## src/hw/rtl/rsf_pkg.sv

```systemverilog
// Shared types, constants and helpers for the replay sequence filter.
// Used by the slot table, the top level and the port checker; no dependencies.

package rsf_pkg;

   // Table geometry
   localparam int SLOT_COUNT = 8;
   localparam int ID_CHARS   = 8;
   localparam int SLOT_W     = (SLOT_COUNT > 1) ? $clog2(SLOT_COUNT) : 1;

   // Field widths
   localparam int ID_W        = 64;
   localparam int SEQ_W       = 32;
   localparam int SLOT_OUT_W  = 3;
   localparam int ACTION_W    = 2;
   localparam int REQ_TDATA_W = 96;
   localparam int RSP_TDATA_W = 8;

   // Outcome of one frame check
   typedef enum logic [ACTION_W-1:0] {
      ACT_CLAIM  = 2'd0,
      ACT_UPDATE = 2'd1,
      ACT_REJECT = 2'd2,
      ACT_EVICT  = 2'd3
   } action_type;

   // Write port of the slot table
   typedef struct packed {
      logic              en;
      logic [SLOT_W-1:0] index;
      logic [ID_W-1:0]   source;
      logic [SEQ_W-1:0]  seq;
   } slot_write_type;

   // Cut the id at its first zero byte and keep at most ID_CHARS characters
   function automatic logic [ID_W-1:0] normalize_id(input logic [ID_W-1:0] raw);
      logic [ID_W-1:0] id;
      logic            keep;
      id   = '0;
      keep = 1'b1;
      for (int i = 0; i < ID_W / 8; i++) begin
         keep = keep & (i < ID_CHARS) & (raw[8*i +: 8] != 8'd0);
         if (keep) begin
            id[8*i +: 8] = raw[8*i +: 8];
         end
      end
      return id;
   endfunction

endpackage

```

## src/hw/rtl/rsf_slot_table.sv

```systemverilog
// Slot table of the replay sequence filter: stored source ids and last sequences.
// One read port addressed by the scan index, one write port. Depends on rsf_pkg.

module rsf_slot_table
   import rsf_pkg::*;
(
   input  logic                 clock,
   input  logic                 reset,
   input  logic [SLOT_W-1:0]    rd_index,
   output logic [ID_W-1:0]      rd_source,
   output logic [SEQ_W-1:0]     rd_seq,
   input  slot_write_type       wr
);

   logic [ID_W-1:0]  source_ff [SLOT_COUNT];
   logic [SEQ_W-1:0] seq_ff    [SLOT_COUNT];

   // Clear the ids at reset so every slot reads as empty
   always_ff @(posedge clock) begin
      if (reset) begin
         for (int i = 0; i < SLOT_COUNT; i++) begin
            source_ff[i] <= '0;
         end
      end else if (wr.en) begin
         source_ff[wr.index] <= wr.source;
      end
   end

   // Sequence is only read behind a non-empty id, so it needs no reset
   always_ff @(posedge clock) begin
      if (wr.en) begin
         seq_ff[wr.index] <= wr.seq;
      end
   end

   assign rd_source = source_ff[rd_index];
   assign rd_seq    = seq_ff[rd_index];

endmodule

```

## src/hw/rtl/replay_sequence_filter_core.sv

```systemverilog
// Replay sequence filter: walks the slot table one slot a cycle with a single
// compare unit and returns one verdict per frame. Depends on rsf_pkg and rsf_slot_table.
//
// A frame visits k slots (1 to SLOT_COUNT) after acceptance; its result is
// registered into the rsp_ output register once the output is free.
// A new frame is taken only after the verdict of the current one is committed.
// Reset: synchronous; empties every slot and drops any pending transaction.

module replay_sequence_filter_core
   import rsf_pkg::*;
(
   input  logic                   clock,
   input  logic                   reset,
   // Input frames
   input  logic                   req_tvalid,
   output logic                   req_tready,
   input  logic [REQ_TDATA_W-1:0] req_tdata,  // [63:0] source_id, [95:64] seq_number
   // Verdicts
   output logic                   rsp_tvalid,
   input  logic                   rsp_tready,
   output logic [RSP_TDATA_W-1:0] rsp_tdata   // [0] accepted, [2:1] action, [5:3] slot_index
);

   typedef enum logic {
      ST_IDLE,
      ST_SCAN
   } state_type;

   localparam int IDX_EXT_W = (SLOT_W > SLOT_OUT_W) ? SLOT_W : SLOT_OUT_W;

   state_type              state_ff, state_in;
   logic [ID_W-1:0]        id_ff, id_in;
   logic [SEQ_W-1:0]       seq_ff, seq_in;
   logic [SLOT_W-1:0]      idx_ff, idx_in;
   logic                   rsp_valid_ff, rsp_valid_in;
   logic                   accepted_ff, accepted_in;
   action_type             action_ff, action_in;
   logic [SLOT_OUT_W-1:0]  slot_ff, slot_in;

   logic [ID_W-1:0]        rd_source;
   logic [SEQ_W-1:0]       rd_seq;
   slot_write_type         wr;

   logic                   slot_empty;
   logic                   slot_hit;
   logic                   seq_newer;
   logic                   last_slot;
   logic                   out_free;
   logic                   decide;
   logic                   commit;
   action_type             verdict;
   logic [SLOT_W-1:0]      target;
   logic [IDX_EXT_W-1:0]   target_ext;

   rsf_slot_table u_table (
      .clock     (clock),
      .reset     (reset),
      .rd_index  (idx_ff),
      .rd_source (rd_source),
      .rd_seq    (rd_seq),
      .wr        (wr)
   );

   // Compare the current slot against the held frame
   assign slot_empty = (rd_source == '0);
   assign slot_hit   = (rd_source == id_ff);
   assign seq_newer  = (seq_ff > rd_seq);
   assign last_slot  = (idx_ff == SLOT_W'(SLOT_COUNT - 1));

   // First empty or matching slot wins; a full table evicts slot 0
   always_comb begin
      if (slot_empty) begin
         verdict = ACT_CLAIM;
      end else if (slot_hit && seq_newer) begin
         verdict = ACT_UPDATE;
      end else if (slot_hit) begin
         verdict = ACT_REJECT;
      end else begin
         verdict = ACT_EVICT;
      end
   end

   assign target     = (verdict == ACT_EVICT) ? '0 : idx_ff;
   assign target_ext = IDX_EXT_W'(target);

   assign out_free = !rsp_valid_ff || rsp_tready;
   assign decide   = (state_ff == ST_SCAN) && (slot_empty || slot_hit || last_slot);
   assign commit   = decide && out_free;

   // Write back only when the verdict is committed and is not a reject
   always_comb begin
      wr.en     = commit && (verdict != ACT_REJECT);
      wr.index  = target;
      wr.source = id_ff;
      wr.seq    = seq_ff;
   end

   // Sequencer and output register
   always_comb begin
      state_in     = state_ff;
      id_in        = id_ff;
      seq_in       = seq_ff;
      idx_in       = idx_ff;
      rsp_valid_in = rsp_valid_ff && !rsp_tready;
      accepted_in  = accepted_ff;
      action_in    = action_ff;
      slot_in      = slot_ff;
      case (state_ff)
         ST_IDLE: begin
            if (req_tvalid) begin
               id_in    = normalize_id(req_tdata[ID_W-1:0]);
               seq_in   = req_tdata[ID_W +: SEQ_W];
               idx_in   = '0;
               state_in = ST_SCAN;
            end
         end
         ST_SCAN: begin
            if (commit) begin
               rsp_valid_in = 1'b1;
               accepted_in  = (verdict != ACT_REJECT);
               action_in    = verdict;
               slot_in      = target_ext[SLOT_OUT_W-1:0];
               state_in     = ST_IDLE;
            end else if (!decide) begin
               idx_in = SLOT_W'(idx_ff + 1'b1);
            end
         end
         default: begin
            state_in = ST_IDLE;
         end
      endcase
   end

   always_ff @(posedge clock) begin
      if (reset) begin
         state_ff     <= ST_IDLE;
         rsp_valid_ff <= 1'b0;
      end else begin
         state_ff     <= state_in;
         rsp_valid_ff <= rsp_valid_in;
      end
      id_ff       <= id_in;
      seq_ff      <= seq_in;
      idx_ff      <= idx_in;
      accepted_ff <= accepted_in;
      action_ff   <= action_in;
      slot_ff     <= slot_in;
   end

   assign req_tready = (state_ff == ST_IDLE);
   assign rsp_tvalid = rsp_valid_ff;
   assign rsp_tdata  = {{(RSP_TDATA_W - SLOT_OUT_W - ACTION_W - 1){1'b0}},
                        slot_ff, action_ff, accepted_ff};

endmodule

```

## config.mk

```make
export PLATFORM = sky130hd
export DESIGN_NAME = replay_sequence_filter_core
export DESIGN_NICKNAME = d
export VERILOG_FILES = /design/src/hw/rtl/rsf_pkg.sv /design/src/hw/rtl/rsf_slot_table.sv /design/src/hw/rtl/replay_sequence_filter_core.sv
export SDC_FILE = /design/constraint.sdc
export NUM_CORES = 1
export LEC_CHECK = 0
export ABC_AREA = 0
export BUFFER_PORTS_ARGS = -buffer_cell sky130_fd_sc_hd__buf_2
export CORE_ASPECT_RATIO = 1.1
export CORE_MARGIN = 2
export CORE_UTILIZATION = 38
export CTS_CLUSTER_DIAMETER = 50
export CTS_CLUSTER_SIZE = 30
export DETAILED_ROUTE_END_ITERATION = 12
export GPL_ROUTABILITY_DRIVEN = 0
export PLACE_DENSITY = 0.62
export SETUP_SLACK_MARGIN = 0.05
export SLEW_MARGIN = 20
export SYNTH_ARGS = -nofsm -noshare
export SYNTH_HDL_FRONTEND = slang
export SYNTH_HIERARCHICAL = 1
export SYNTH_SLANG_ARGS = --single-unit
```

## constraint.sdc

```tcl
create_clock -name clock -period 9.4 [get_ports clock]
set_input_delay 0.47 -clock clock [delete_from_list [all_inputs] [get_ports clock]]
set_output_delay 0.47 -clock clock [all_outputs]
set_load 0.01 [all_outputs]
```

==> out/results.ini <==
[worst_hold_path]
hold_class = input pin to register
hold_end = id_ff[6]
hold_path_depth = 1
min_from = req_tdata[6]

[setup_path]
reg2reg_to = u_table/source_ff[7][55]
slowest_stage = nor4_1
cp-start-kind = register
worst_path_most_repeated_cell = buf_4
worst-path-buf-inv = 4
r2r_start = idx_ff[0]
reg2reg_depth = 13
crit_path_max_incr_delay_ns = 0.76
cpLargestDelayFamily = simple AND/OR/NAND/NOR gates
cp.depth = 13
path_max_fanout = 95
worst-setup-path-type = register to register
reg2reg_slack_ns = 2.17
critPathArrivalTime_ns = 7.50
worstPathRequired_ns = 9.68
crit_chain = buf_12 > mux4_2 > mux2_2 > nor4_1 > nand4_1 > nor4_2 > inv_1 > and2_1 > nor2b_1 > nand2_4 > o21bai_4 > buf_4 > buf_4
end_kind = register

[power]
peakVddDrop_uv = 148.8
pwr_density_cell_nw_per_um2 = 214.8
p_leak_nw = 13.49

[place]
dp_cells = 3534
io_buffers = 107
dpl_cell_area_sq_um = 39720
pre_cts_ws_ns = 2.176
dp_hpwl_mm = 52.89

[timing]
tightest_slew_ns = 1.180
final_hold_viol_count = 0
rsz0062_at_grt = false
hold-worst-slack_ns = 0.02648
finalCriticalPeriod_ns = 7.226
fmax_mhz = 138.4
setup_viol = 0
post-route-period-util_pct = 76.87
fin_ws_ns = 2.174
skew_ns = 0.03410
fin_tns_setup_ns = 0
slew_violations = 0
relSlewSlack_pct = 21.30

[yosys]
ys_seq_elements = 875
synth_enable_flop_cells = 873
synth_area_leaders = edfxtp_1, mux4_2, nor3_1
synth_top_area_share_pct = 69.24
ys.flop_type = edfxtp_1
async_reset_ff_share_pct = 0
ys_warn_count = 6
yosysTopAreaCell = edfxtp_1
synth.area.mux_share_pct = 14.28
synth-xor-area-share_pct = 1.480
synthesis.area_sq_um = 37860
synthSimpleGateAreaFrac_pct = 9.653
synthCells = 2278
yosysUniqueCellTypes = 46
yosysSeqAreaShare_pct = 69.34
synth-adder-area-share_pct = 1.124
syn_avg_cell_area_sq_um = 16.62
synth_top_family_by_area = multiplexers
synth_compound_area_share_pct = 0.7501

[route]
drt_iter0_markers = 2155
viasPerCell = 5.636
vias = 21110
avgRoutedWirePerCell_microns = 25.12
drc = 0
drtPass1Iterations = 7
postRouteAntennaNets = 0
finalWirelength_mm = 94.07

[die]
pin_count = 110
die_area_sq_um = 102200
die_y_microns = 335.1
start_util_pct = 38.30
die_w_microns = 305.0
fp-row-count = 121
coreArea_sq_um = 98860

[cts]
tritoncts = done
numCtsBuffers = 94
clkLatencyLatePin_ns = 0.66
path_clk_slew_ns = 0.07
root_buffer = clkbuf_16
htreeDepth = 3
clkSinkCount = 875
clockBufferDepth = 3

[job]
drv_cap = 0

[finish]
syn_to_final_growth_pct = 14.58
drive_gt1_share_pct = 25.66
layout.nets = 2508
fin_area_sq_um = 43380
instances_no_fill = 3745

[global_route]
grt_pass1_vias = 21970
grt_max_degree = 149
antenna_found_initial = 3
grt_pass1_wl_mm = 140.7
overflow = 0
grt_usage_pct = 18.37

[status]
status = finished clean

==> area by class of cell <==
cell class	count	area, sq um
Multi-Input combinational cell	1121	10520
Clock buffer	103	2417
Sequential cell	875	26260
Tap cell	1291	1615
Clock inverter	70	869.6
Fill cell	8590	55480
Inverter	98	367.9
Antenna cell	3	7.507
Timing Repair Buffer	184	1328
==> per-layer routing <==
| layer | global-route usage, % | share of wire, % |
|---|---|---|
| met5 | 0 | 0.013 |
| met4 | 5.266 | 2.5 |
| met3 | 4.039 | 8.1 |
| met2 | 29.74 | 48 |
| met1 | 24.98 | 41 |
==> Yosys cell counts (21+ instances only) <==
| library cell | instances |
|---|---|
| xnor2_1 | 64 |
| and2_1 | 44 |
| buf_6 | 21 |
| edfxtp_1 | 873 |
| mux2_2 | 96 |
| inv_1 | 34 |
| nor3_1 | 515 |
| nor4_1 | 31 |
| clkbuf_1 | 112 |
| nand4_1 | 28 |
| clkinv_1 | 64 |
| ha_1 | 34 |
| buf_2 | 34 |
| mux4_2 | 192 |
==> cells by family (layout without fill, tap and decap cells) <==
logic type,Yosys count,after routing
XOR/XNOR,64,64
AND/OR/NAND/NOR,692,692
flip-flops,875,875
buffers and inverters,283,455
multiplexers,288,288
AO/OA/AOI/OAI,41,41
adder cells (fa/ha/maj),34,34
other,1,5
==> sequential cells by signal, indices dropped and copies added, names as in the netlist <==
name and flops:
u_table/seq_ff 256, id_ff 64, idx_ff 3, action_ff 2, accepted_ff 1, u_table/source_ff 512
seq_ff 32, state_ff 1, slot_ff 3, rsp_tvalid 1
==> worst max-delay path by stage <==
stage	from	to	slack, ns
2_1_floorplan	idx_ff[0]	u_table/source_ff[4][0]	2.39
3_3_place_gp	idx_ff[0]	u_table/source_ff[7][54]	2.21
3_5_place_dp	idx_ff[0]	u_table/source_ff[7][55]	2.18
4_1_cts	idx_ff[0]	u_table/source_ff[7][51]	2.16
5_1_grt	idx_ff[0]	u_table/source_ff[7][51]	1.78
6_report	idx_ff[0]	u_table/source_ff[7][55]	2.17
==> power breakdown <==
| group | switching [mW] | leakage [nW] | internal [mW] | total [mW] |
|---|---|---|---|---|
| Clock | 1.67 | 1.58 | 2.21 | 3.87 |
| Combinational | 0.513 | 3.70 | 0.422 | 0.935 |
| Sequential | 0.0781 | 8.21 | 4.43 | 4.51 |
==> cell usage in the layout, fill, tap and decap left out, drive strengths merged, types with 2 or more instances in the layout <==
cell type / Yosys / layout
and2b: 8 / 8
inv: 34 / 63
and3: 9 / 9
nor2: 17 / 17
dlygate4sd3: 0 / 34
or4: 4 / 4
nor4: 32 / 32
mux2: 96 / 96
nor2b: 5 / 5
nor3: 515 / 515
conb: 1 / 2
dfxtp: 2 / 2
buf: 73 / 150
nand3: 3 / 3
and4: 3 / 3
xnor2: 64 / 64
and2: 44 / 44
nand4: 28 / 28
edfxtp: 873 / 873
diode: 0 / 3
nand2: 16 / 16
clkbuf: 112 / 103
a221oi: 3 / 3
o21ai: 4 / 4
o21bai: 9 / 9
clkinvlp: 0 / 8
ha: 34 / 34
a21oi: 16 / 16
nand2b: 5 / 5
bufinv: 0 / 10
clkinv: 64 / 87
mux4: 192 / 192
==> through the flow <==
stage	total power, mW	utilization (%)
6_report	9.319	43.88
2_1_floorplan	5.229	-
4_1_cts	9.388	43.85
3_3_place_gp	5.508	40.18
5_1_grt	9.615	43.88
3_5_place_dp	5.526	40.18
==> repair_timing <==
action                    4_1_cts  5_1_grt
setup buffers                   0        0
hold buffers                   34        0
resized for setup               0        0
hold endpoints to repair       34        0
No activity file was read; power rests on OpenSTA's default activity.
